**config.mk**
```make
export PLATFORM = sky130hd
export DESIGN_NAME = stag_div_step
export DESIGN_NICKNAME = d
export VERILOG_FILES = /design/src/hw/rtl/stag_pkg.sv /design/src/hw/rtl/stag_div_step.sv
export SDC_FILE = /design/constraint.sdc
export NUM_CORES = 1
export LEC_CHECK = 0
export ABC_AREA = 0
export BUFFER_PORTS_ARGS = -buffer_cell sky130_fd_sc_hd__buf_2
export CORE_ASPECT_RATIO = 0.7
export CORE_UTILIZATION = 40
export CTS_CLUSTER_DIAMETER = 120
export DETAILED_ROUTE_END_ITERATION = 10
export PLACE_DENSITY = 0.81
export SETUP_SLACK_MARGIN = 0.4
export SYNTH_ARGS = -nofsm -noshare
export SYNTH_HDL_FRONTEND = slang
export SYNTH_SLANG_ARGS = --single-unit
export TNS_END_PERCENT = 5
```
**constraint.sdc**
```tcl
create_clock -name clock -period 2.4 [get_ports clock]
set_clock_uncertainty 0.15 [all_clocks]
set_input_delay 0.12 -clock clock [delete_from_list [all_inputs] [get_ports clock]]
set_output_delay 0.12 -clock clock [all_outputs]
set_load 0.01 [all_outputs]
```
**src/hw/rtl/stag_pkg.sv**
```systemverilog
// Shared types and constants of the strided tensor address generator.
package stag_pkg;

   localparam int MAX_RANK   = 3;
   localparam int IDX_W      = 48;
   localparam int SIZE_W     = 16;
   localparam int STRIDE_W   = 32;
   localparam int ESIZE_W    = 8;
   localparam int DEST_W     = 56;
   localparam int SRC_W      = 63;
   localparam int PROD_W     = SIZE_W + 1 + STRIDE_W;
   localparam int SUM_W      = PROD_W + 2;
   localparam int SCALED_W   = SUM_W + ESIZE_W + 1;
   localparam int DIVA_STEPS = IDX_W;
   localparam int DIVB_STEPS = IDX_W - SIZE_W;
   localparam int CSR_ADDR_W = 5;
   localparam int CSR_DATA_W = 32;

   typedef logic [2:0] reg_idx_type;
   localparam reg_idx_type REG_ELEMENT_SIZE  = 3'd0;
   localparam reg_idx_type REG_SIZE_OUTER    = 3'd1;
   localparam reg_idx_type REG_SIZE_MIDDLE   = 3'd2;
   localparam reg_idx_type REG_SIZE_INNER    = 3'd3;
   localparam reg_idx_type REG_STRIDE_OUTER  = 3'd4;
   localparam reg_idx_type REG_STRIDE_MIDDLE = 3'd5;
   localparam reg_idx_type REG_STRIDE_INNER  = 3'd6;

   // One beat in flight through the divider chains.
   typedef struct packed {
      logic              valid;
      logic [IDX_W-1:0]  idx;
      logic [IDX_W-1:0]  word;
      logic [SIZE_W-1:0] rem;
      logic [SIZE_W-1:0] crd_inner;
   } pipe_type;

   // Effective configuration seen by the datapath.
   typedef struct packed {
      logic [ESIZE_W-1:0]         esize;
      logic [SIZE_W-1:0]          size_inner;
      logic [SIZE_W-1:0]          size_middle;
      logic signed [STRIDE_W-1:0] stride_outer;
      logic signed [STRIDE_W-1:0] stride_middle;
      logic signed [STRIDE_W-1:0] stride_inner;
      logic [IDX_W-1:0]           product;
   } cfg_type;

endpackage

```
**src/hw/rtl/stag_div_step.sv**
```systemverilog
// One registered step of a restoring divider: one quotient bit per stage.
module stag_div_step
   import stag_pkg::*;
(
   input  logic              clock,
   input  logic              reset,
   input  logic              advance,
   input  logic [SIZE_W-1:0] divisor,
   input  pipe_type          beat_in,
   output pipe_type          beat_out
);

   logic              valid_ff;
   pipe_type          data_ff;
   pipe_type          data_in;
   logic [SIZE_W:0]   shifted;
   logic              qbit;

   always_comb begin
      shifted = {beat_in.rem, beat_in.word[IDX_W-1]};
      qbit    = (shifted >= {1'b0, divisor});
      data_in = beat_in;
      if (qbit) begin
         data_in.rem = SIZE_W'(shifted - {1'b0, divisor});
      end else begin
         data_in.rem = shifted[SIZE_W-1:0];
      end
      data_in.word = {beat_in.word[IDX_W-2:0], qbit};
   end

   always_ff @(posedge clock) begin
      if (reset) begin
         valid_ff <= 1'b0;
      end else if (advance) begin
         valid_ff <= beat_in.valid;
      end
   end

   always_ff @(posedge clock) begin
      if (advance) begin
         data_ff <= data_in;
      end
   end

   always_comb begin
      beat_out       = data_ff;
      beat_out.valid = valid_ff;
   end

endmodule

```
==> results.py <==
metrics = {
    "sta": {
        "fmax_ghz": 0.503,
        "maxSlewHeadroom": 0.459,
        "setup_violations": 0,
        "tightest_slew_ns": 0.811,
        "fin_crit_ns": 1.99,
        "rsz0062_at_grt": "yes",
        "finalCritPeriodShare": 0.829,
        "hold_viol": 0,
        "slew_viol_final": 0,
    },
    "synthesis": {
        "synth-seq-cells": 129,
        "avgSynthCellArea_um2": 17.8,
        "synth_common_cells": "128 x edfxtp_1, 19 x inv_1, 16 x ha_1, 13 x nor2_1, 9 x o21ai_0",
        "synth_top_area_cell": "edfxtp_1",
        "synth_top_area_share": 0.757,
        "yosysMostFrequentCell": "edfxtp_1",
        "async_reset_ff_frac": 0,
        "yosys.cell_types.count": 48,
        "syn_nets": 450,
        "synthCells": 285,
        "syn-cell-area_um2": 5080,
        "synth_top_flop_cell": "edfxtp_1",
        "ys_warn_count": 0,
        "synth_edf_count": 128,
        "synth_seq_area_share": 0.761,
        "synthTopCellsByArea": "edfxtp_1 76%, ha_1 3.9%, mux2_4 2.4%",
    },
    "setup_path": {
        "path_buf_inv": 3,
        "critPathLaunchType": "primary input",
        "critPathTopFamily": "compound AO/OA/AOI/OAI gates",
        "critPathMaxStageDelay_ns": 0.33,
        "cp_slowest_cell": "ha_1",
        "crit_fanout": 11,
        "crit_chain": "buf_2 > inv_1 > ha_1 > a21o_1 > a211o_1 > a31oi_1 > a21boi_4 > and2_4 > inv_6 > mux2_4",
        "crit_path_end_kind": "flip-flop",
        "crit_arrival_ns": 1.99,
        "critical_path_class": "in2reg",
        "required_ns": 2.40,
    },
    "drt": {
        "ant_nets": 0,
        "drtPass1Iterations": 4,
        "wl_um": 16400,
        "routedWlPerCell_um": 18.3,
        "vias_per_cell": 4.80,
        "vias": 4289,
        "drc": 0,
        "initialDrtViolationCount": 273,
    },
    "finish": {
        "n_antenna_cell": 0,
        "area_growth_pct": 71.4,
        "layout-drive-gt1-share": 0.480,
        "final_cells": 893,
        "num-nets-final": 883,
    },
    "placed_design": {
        "hpwl_um": 9950,
        "io_buffers": 276,
        "globalplace.congestion": 0.870,
        "dp.cells": 732,
    },
    "die": {
        "die_height_um": 96.3,
        "io-pin-count": 277,
        "die_area_um2": 13200,
        "fp.dieW_um": 137,
        "initial_core_util": 0.410,
        "core_um2": 12400,
        "num_rows": 34,
    },
    "power_and_ir_drop": {
        "power.leakage_uw": 0.00387,
        "peakVddDrop_uv": 534,
        "p_per_area_nw_per_um2": 739,
        "total_power_uw": 6430,
    },
    "global_route": {
        "antenna_found_initial": 0,
        "globalRouteTotalUtil": 0.243,
        "grt_pass1_vias": 4338,
        "grt_max_degree": 68,
        "grt_pass1_wl_um": 23100,
        "grt_overflow_total": 0,
    },
    "clock_network": {
        "ctsHtreeMaxLevel": 4,
        "clk_latency_ns": 0.40,
        "cts_tree": "built",
        "cts_setup_buffers": 0,
        "cts_buffers": 17,
        "clk_pin_slew_worst_paths_ns": 0.06,
        "cts.sinks": 129,
        "root_buffer": "clkbuf_16",
        "clockBufferDepth": 2,
    },
    "outcome": {
        "outcome": "completed",
    },
    "job": {
        "cap_violations": 0,
    },
    "min_path": {
        "hold_class": "in2reg",
    },
}
-- logic make-up (layout without fill, tap and decap cells) --
group / after synthesis / in the layout / share of synthesized area
AND/OR/NAND/NOR: 41 / 41 / 0.0417
AO/OA/AOI/OAI: 52 / 52 / 0.0796
multiplexers: 11 / 11 / 0.0298
adder cells (fa/ha/maj): 17 / 17 / 0.0434
XOR/XNOR: 9 / 9 / 0.0155
flip-flops: 129 / 129 / 0.761
buffers and inverters: 26 / 472 / 0.0288
-- worst paths after layout --
kind,start,endpoint,slack [ns],cells after the start
max,divisor[14],beat_out[21],0.41,10
min,divisor[0],beat_out[16],0.07,3
max reg2reg,valid_ff,valid_ff,1.06,3
min reg2reg,valid_ff,valid_ff,0.96,3
-- area by class of cell --
cell class	count	area, um2
Clock buffer	17	425
Clock inverter	15	174
Fill cell	797	3680
Inverter	20	85.1
Multi-Input combinational cell	130	1150
Sequential cell	129	3860
Tap cell	162	203
Timing Repair Buffer	420	2800
-- cell usage in the layout, fill, tap and decap left out, types with 2 or more instances in the layout --
| master | synthesis | layout |
|---|---|---|
| buf_2 | 0 | 275 |
| dlygate4sd3_1 | 0 | 129 |
| edfxtp_1 | 128 | 128 |
| inv_1 | 19 | 18 |
| clkbuf_16 | 0 | 17 |
| buf_4 | 1 | 15 |
| nor2_1 | 13 | 12 |
| ha_1 | 16 | 11 |
| o21ai_0 | 9 | 9 |
| inv_6 | 0 | 8 |
| mux2_4 | 8 | 8 |
| nand3_1 | 7 | 7 |
| o21a_1 | 6 | 6 |
| a21o_1 | 5 | 5 |
| nand2_1 | 5 | 5 |
| xnor2_1 | 5 | 5 |
| ha_4 | 0 | 5 |
| xor2_1 | 4 | 4 |
| a211o_1 | 3 | 3 |
| o31ai_1 | 5 | 3 |
| nor3_1 | 3 | 3 |
| a21boi_0 | 3 | 3 |
| nand2b_1 | 2 | 2 |
| a21oi_1 | 3 | 2 |
| o211a_1 | 2 | 2 |
| and2_4 | 2 | 2 |
| a21oi_2 | 1 | 2 |
| nand4_1 | 2 | 2 |
| a31oi_1 | 2 | 2 |
| o31ai_2 | 0 | 2 |
| a211oi_1 | 3 | 2 |
| o211ai_1 | 2 | 2 |
| mux2i_1 | 2 | 2 |
| and3_1 | 2 | 2 |
| clkinv_2 | 0 | 2 |
| clkinvlp_4 | 0 | 2 |
| bufinv_16 | 0 | 2 |
-- per-stage QoR --
step | instance area [um2] | TNS (ns) | hold WS (ns) | utilization | worst slack [ns]
6_report | 8700 | 0 | 0.0701 | 0.703 | 0.410
5_1_grt | 8700 | 0 | 0.0820 | 0.703 | 0.354
4_1_cts | 8680 | 0 | 0.0422 | 0.701 | 0.431
3_5_place_dp | 6790 | -0.00501 | 0.130 | 0.548 | -0.00501
3_3_place_gp | 6790 | 0 | 0.129 | 0.548 | 0.0279
2_1_floorplan | 5140 | -0.204 | 0.0424 | - | -0.0255
-- worst reg2reg max path, stage by stage, from the launching register on --
cell and delay, ns:
dfxtp_1 0.31, mux2i_1 0.14, nor2_1 0.06, dlygate4sd3_1 0.56
-- flip-flops by register name, indices dropped and copies added (netlist names) --
signal and flops:
beat_out 128, valid_ff 1
-- routing by layer --
layer | global-route usage | routed length, um
met1 | 0.285 | 6290
met5 | 0 | 0
met2 | 0.443 | 8630
met4 | 0.0833 | 255
met3 | 0.0537 | 1200
-- where the power goes --
group	internal [uW]	switching (uW)
Sequential	2710	59.6
Clock	1560	1050
Combinational	544	505
Total	4820	1620
-- repair_timing --
item / 4_1_cts / 5_1_grt
endpoints found under the hold margin: 128 / 0
hold buffers: 129 / 0
setup endpoints to repair: 0 / 11
resized for setup: 0 / 6
Note: power is estimated with default switching activity, not from simulation.
