### src/hw/rtl/stag_pkg.sv
// Shared types and constants of the strided tensor address generator.
package stag_pkg;

   localparam int MAX_RANK   = 3;
   localparam int IDX_W      = 48;
   localparam int SIZE_W     = 16;
   localparam int STRIDE_W   = 32;
   localparam int ESIZE_W    = 8;
   localparam int DEST_W     = 56;
   localparam int SRC_W      = 63;
   localparam int PROD_W     = SIZE_W + 1 + STRIDE_W;
   localparam int SUM_W      = PROD_W + 2;
   localparam int SCALED_W   = SUM_W + ESIZE_W + 1;
   localparam int DIVA_STEPS = IDX_W;
   localparam int DIVB_STEPS = IDX_W - SIZE_W;
   localparam int CSR_ADDR_W = 5;
   localparam int CSR_DATA_W = 32;

   typedef logic [2:0] reg_idx_type;
   localparam reg_idx_type REG_ELEMENT_SIZE  = 3'd0;
   localparam reg_idx_type REG_SIZE_OUTER    = 3'd1;
   localparam reg_idx_type REG_SIZE_MIDDLE   = 3'd2;
   localparam reg_idx_type REG_SIZE_INNER    = 3'd3;
   localparam reg_idx_type REG_STRIDE_OUTER  = 3'd4;
   localparam reg_idx_type REG_STRIDE_MIDDLE = 3'd5;
   localparam reg_idx_type REG_STRIDE_INNER  = 3'd6;

   // One beat in flight through the divider chains.
   typedef struct packed {
      logic              valid;
      logic [IDX_W-1:0]  idx;
      logic [IDX_W-1:0]  word;
      logic [SIZE_W-1:0] rem;
      logic [SIZE_W-1:0] crd_inner;
   } pipe_type;

   // Effective configuration seen by the datapath.
   typedef struct packed {
      logic [ESIZE_W-1:0]         esize;
      logic [SIZE_W-1:0]          size_inner;
      logic [SIZE_W-1:0]          size_middle;
      logic signed [STRIDE_W-1:0] stride_outer;
      logic signed [STRIDE_W-1:0] stride_middle;
      logic signed [STRIDE_W-1:0] stride_inner;
      logic [IDX_W-1:0]           product;
   } cfg_type;

endpackage

### src/hw/rtl/stag_csr.sv
// APB register file and precomputed size product.
module stag_csr
   import stag_pkg::*;
(
   input  logic                  clock,
   input  logic                  reset,
   input  logic                  csr_psel,
   input  logic                  csr_penable,
   input  logic                  csr_pwrite,
   input  logic [CSR_ADDR_W-1:0] csr_paddr,
   input  logic [CSR_DATA_W-1:0] csr_pwdata,
   output logic [CSR_DATA_W-1:0] csr_prdata,
   output logic                  csr_pready,
   output cfg_type               cfg
);

   logic [ESIZE_W-1:0]         esize_ff;
   logic [SIZE_W-1:0]          size_outer_ff;
   logic [SIZE_W-1:0]          size_middle_ff;
   logic [SIZE_W-1:0]          size_inner_ff;
   logic signed [STRIDE_W-1:0] stride_outer_ff;
   logic signed [STRIDE_W-1:0] stride_middle_ff;
   logic signed [STRIDE_W-1:0] stride_inner_ff;
   logic [2*SIZE_W-1:0]        prod_lo_ff;
   logic [IDX_W-1:0]           product_ff;
   logic [SIZE_W-1:0]          size_middle_eff;
   logic [SIZE_W-1:0]          size_outer_eff;
   logic                       wr_en;
   reg_idx_type                reg_idx;

   assign wr_en      = csr_psel & csr_penable & csr_pwrite;
   assign reg_idx    = csr_paddr[CSR_ADDR_W-1:2];
   assign csr_pready = 1'b1;

   always_ff @(posedge clock) begin
      if (reset) begin
         esize_ff         <= ESIZE_W'(1);
         size_outer_ff    <= SIZE_W'(1);
         size_middle_ff   <= SIZE_W'(1);
         size_inner_ff    <= SIZE_W'(1);
         stride_outer_ff  <= '0;
         stride_middle_ff <= '0;
         stride_inner_ff  <= STRIDE_W'(1);
      end else if (wr_en) begin
         unique case (reg_idx)
            REG_ELEMENT_SIZE:  esize_ff         <= csr_pwdata[ESIZE_W-1:0];
            REG_SIZE_OUTER:    size_outer_ff    <= csr_pwdata[SIZE_W-1:0];
            REG_SIZE_MIDDLE:   size_middle_ff   <= csr_pwdata[SIZE_W-1:0];
            REG_SIZE_INNER:    size_inner_ff    <= csr_pwdata[SIZE_W-1:0];
            REG_STRIDE_OUTER:  stride_outer_ff  <= csr_pwdata[STRIDE_W-1:0];
            REG_STRIDE_MIDDLE: stride_middle_ff <= csr_pwdata[STRIDE_W-1:0];
            REG_STRIDE_INNER:  stride_inner_ff  <= csr_pwdata[STRIDE_W-1:0];
            default: ;
         endcase
      end
   end

   always_comb begin
      unique case (reg_idx)
         REG_ELEMENT_SIZE:  csr_prdata = CSR_DATA_W'(esize_ff);
         REG_SIZE_OUTER:    csr_prdata = CSR_DATA_W'(size_outer_ff);
         REG_SIZE_MIDDLE:   csr_prdata = CSR_DATA_W'(size_middle_ff);
         REG_SIZE_INNER:    csr_prdata = CSR_DATA_W'(size_inner_ff);
         REG_STRIDE_OUTER:  csr_prdata = stride_outer_ff;
         REG_STRIDE_MIDDLE: csr_prdata = stride_middle_ff;
         REG_STRIDE_INNER:  csr_prdata = stride_inner_ff;
         default:           csr_prdata = '0;
      endcase
   end

   // dimensions beyond the rank count as extent 1, stride ignored
   assign size_middle_eff = (MAX_RANK >= 2) ? size_middle_ff : SIZE_W'(1);
   assign size_outer_eff  = (MAX_RANK >= 3) ? size_outer_ff  : SIZE_W'(1);

   // product settles via prod_lo_ff after a write, well before a beat uses it
   always_ff @(posedge clock) begin
      if (reset) begin
         prod_lo_ff <= (2*SIZE_W)'(1);
         product_ff <= IDX_W'(1);
      end else begin
         prod_lo_ff <= (2*SIZE_W)'(size_inner_ff) * (2*SIZE_W)'(size_middle_eff);
         product_ff <= IDX_W'(prod_lo_ff) * IDX_W'(size_outer_eff);
      end
   end

   always_comb begin
      cfg.esize         = esize_ff;
      cfg.size_inner    = size_inner_ff;
      cfg.size_middle   = size_middle_eff;
      cfg.stride_inner  = stride_inner_ff;
      cfg.stride_middle = (MAX_RANK >= 2) ? stride_middle_ff : '0;
      cfg.stride_outer  = (MAX_RANK >= 3) ? stride_outer_ff  : '0;
      cfg.product       = product_ff;
   end

endmodule

### config.mk
export PLATFORM = sky130hd
export DESIGN_NAME = stag_csr
export DESIGN_NICKNAME = d
export VERILOG_FILES = /design/src/hw/rtl/stag_pkg.sv /design/src/hw/rtl/stag_csr.sv
export SDC_FILE = /design/constraint.sdc
export NUM_CORES = 2
export LEC_CHECK = 0
export ABC_AREA = 1
export ABC_CLOCK_PERIOD_IN_PS = 17200
export BUFFER_PORTS_ARGS = -buffer_cell sky130_fd_sc_hd__buf_2
export CORE_UTILIZATION = 35
export DETAILED_ROUTE_END_ITERATION = 7
export PLACE_DENSITY = 0.49
export SYNTH_ARGS = -nofsm -noshare
export SYNTH_HDL_FRONTEND = slang
export SYNTH_SLANG_ARGS = --single-unit
### constraint.sdc
create_clock -name clock -period 17.2 [get_ports clock]
set_clock_uncertainty 0.1 [all_clocks]
set_input_delay 0 -clock clock [delete_from_list [all_inputs] [get_ports clock]]
set_output_delay 0 -clock clock [all_outputs]
set_load 0.005 [all_outputs]
==> results.cfg <==
[clock_tree]
clk_transition_reported_paths_ps = 60
numCtsBuffers = 28
cts_sinks = 232
post-cts-setup-buffers = 0
clockBufferDepth = 3
cts_root_buffer = clkbuf_16
h-tree-depth = 1
cts_hold_buf = 38
tritoncts = yes
clk_latency_ps = 610
cts_resized = 0

[synth]
yosysSeqAreaShare_pct = 13.4
synth_warnings = 0
synth_ff_type = dfxtp_1
synth_top_area_cell = fa_1
synthArstFlopShare_pct = 0
postSynthNetCount = 5692
syn_avg_cell_area_um2 = 7.21
synth_cells = 4814
ys_seq_elements = 232
synth_area_leaders = fa_1 35%, nand2_1 14%, dfxtp_1 13%, inv_1 13%, ha_1 8.1%
synth_cell_type_count = 38
synth_edf_count = 0
synth_area_um2 = 34700
synth_top_area_share_pct = 35.3

[sta]
tightest_slew_ps = 1090
timing.fmax_mhz = 157
fin_crit_ps = 6380
final.setup.worst_slack_ps = 10820
fin_crit_sh_pct = 37.1
fin_setup_tns_ps = 0
rsz0062_at_grt = no
hold_violations = 0
slew_headroom_pct = 27.2
finalSetupViolations = 0
slew_viol_final = 0

[die]
coreArea_um2 = 98300
chipHeight_um = 317
rows = 115
fp.dieW_um = 317
top_level_ports = 259
design.die.area_um2 = 100000
initial_core_util_pct = 35.3

[grt]
grt-ovfl-total = 0
grt_pass1_vias = 30200
grt_max_degree = 120
grt_pass1_wl_mm = 175
track_usage_pct = 22.4
antenna_found_initial = 1

[critical_path]
required_ps = 17590
startpoint_type = register
critical-path-max-stage-delay_ps = 960
path_class = reg -> reg
cp-end-kind = register
crit_fanout = 16
cp_cell_sequence = nand2_1 > fa_1 > inv_1 > fa_1 > fa_1 > fa_1 > fa_1 > inv_1 > fa_1 > inv_1 > ha_1 > nand2_1 > nor2_1 > nand2_1 > nor2_1 > nand2_1 > nand3_1 > nand2_1 > nand3_1 > nand2_1 > nor2_1
r2r_slack_ps = 10820
crit_arrival_ps = 6760
cp_slowest_cell = dfxtp_1

[routing]
dr.pass1.iters = 5
antenna_left = 0
wl_per_cell_um = 17.7
first_iter_violations = 1665
drc = 0
wl_mm = 110
avgViaCountPerCell = 4.68
dr_total_vias = 29200

[run_status]
status = finished clean

[placed_design]
dp_hpwl_mm = 84.1
dpl_worst_slack_ps = 10800
globalplace.congestion = 0.862
port_buffers = 255

[cells_and_area]
fin_nets = 5813
fillers = 10400
final_util_pct = 39.1
drive_above_1_share_pct = 7.52
n_antenna_cell = 0
area_growth_pct = 10.7
final_common_cell = nand2_1
final_cell_mix = 1326 x nand2_1, 1191 x inv_1, 612 x fa_1

[hold_path]
hp-class = in -> reg

[pwr]
ir_drop_uv = 73.2
power_leakage_nw = 21.7
p_per_area_nw_per_um2 = 34.2

[run]
cap_violations = 0
cell type report:
| class | instances | area, µm² | area share [%] |
|---|---|---|---|
| tap | 1287 | 1610 | 4.19 |
| clock buffer | 36 | 801 | 2.08 |
| timing repair buffer | 345 | 2050 | 5.33 |
| sequential | 232 | 4650 | 12.1 |
| clock inverter | 16 | 255 | 0.664 |
| inverter | 1197 | 4500 | 11.7 |
| multi-input combinational | 3131 | 24600 | 63.9 |
cells in the mapped netlist (3+ instances only):
cell and instances:
o21ai_0 201, nand2_1 1326, ha_1 224, nor2_1 448
dfxtp_1 232, inv_1 1192, xnor2_1 7, nand4_1 18
nand3_1 102, buf_2 19, a22oi_1 4, fa_1 612
o21bai_1 9, buf_4 6, a21oi_1 116, inv_2 4
a221oi_1 13, nand3b_1 5, clkbuf_1 226, xor2_1 3
a22o_1 6, nor3_1 14, and2_1 6
power by group:
group	internal (mW)	leakage [nW]	switching, mW
sequential	0.543	1.87	0.0115
combinational	0.0281	19.4	0.0595
clock	0.407	0.518	0.266
critical path, delay by kind of cell, from the launching register on:
family        cells  cell delay (ps)
buf+inv           3              160
fa+ha+maj         7             3550
simple gates     11             1500
flops             1              960
kinds of logic (layout without fill, tap and decap cells):
logic type,count (synthesis),in the layout,share of synthesized area (%)
AO/OA/AOI/OAI,357,357,5.50
XOR/XNOR,10,10,0.252
adder cells (fa/ha/maj),836,836,43.4
buffers and inverters,1451,1594,15.8
flip-flops,232,232,13.4
other,1,1,0.0108
AND/OR/NAND/NOR,1927,1927,21.6
sequential cells by signal (all words and copies together), names as in the netlist:
signal / count
stride_outer_ff: 32
stride_middle_ff: 32
size_outer_eff: 16
size_middle_eff: 16
size_inner_ff: 16
stride_inner_ff: 32
esize_ff: 8
product_ff: 48
prod_lo_ff: 32
per-layer routing:
| metal | vias up | GRT usage, % | routed length [µm] |
|---|---|---|---|
| met3 | 86 | 3.09 | 6350 |
| li1 | 14100 | - | - |
| met4 | 0 | 3.69 | 1860 |
| met5 | - | 0 | 0 |
| met2 | 750 | 37.9 | 51600 |
| met1 | 14300 | 30.9 | 50500 |
metrics by stage:
| stage | instance area [µm²] | total power, mW | hold WS [ps] | instances |
|---|---|---|---|---|
| 2_1_floorplan | 34700 | 0.605 | -28.8 | 4814 |
| 3_3_place_gp | 37000 | 0.647 | 154 | 6154 |
| 3_5_place_dp | 37000 | 0.648 | 164 | 6154 |
| 4_1_cts | 38400 | 1.33 | 57.2 | 6244 |
| 5_1_grt | 38400 | 1.36 | 108 | 6244 |
| 6_report | 38400 | 1.32 | 86.3 | 6244 |
path summary, 6_finish.rpt:
| path | startpoint | endpoint | depth (start not counted) |
|---|---|---|---|
| hold / removal | csr_pwdata[21] | stride_middle_ff[21]$_SDFFE_PP0P_ | 4 |
| setup / recovery | prod_lo_ff[19]$_SDFF_PP0_ | product_ff[43]$_SDFF_PP0_ | 21 |
| hold reg to reg | stride_outer_ff[15]$_SDFFE_PP0P_ | stride_outer_ff[15]$_SDFFE_PP0P_ | 2 |
| setup reg to reg | prod_lo_ff[19]$_SDFF_PP0_ | product_ff[43]$_SDFF_PP0_ | 21 |
Power figures use the tool's default switching activity.
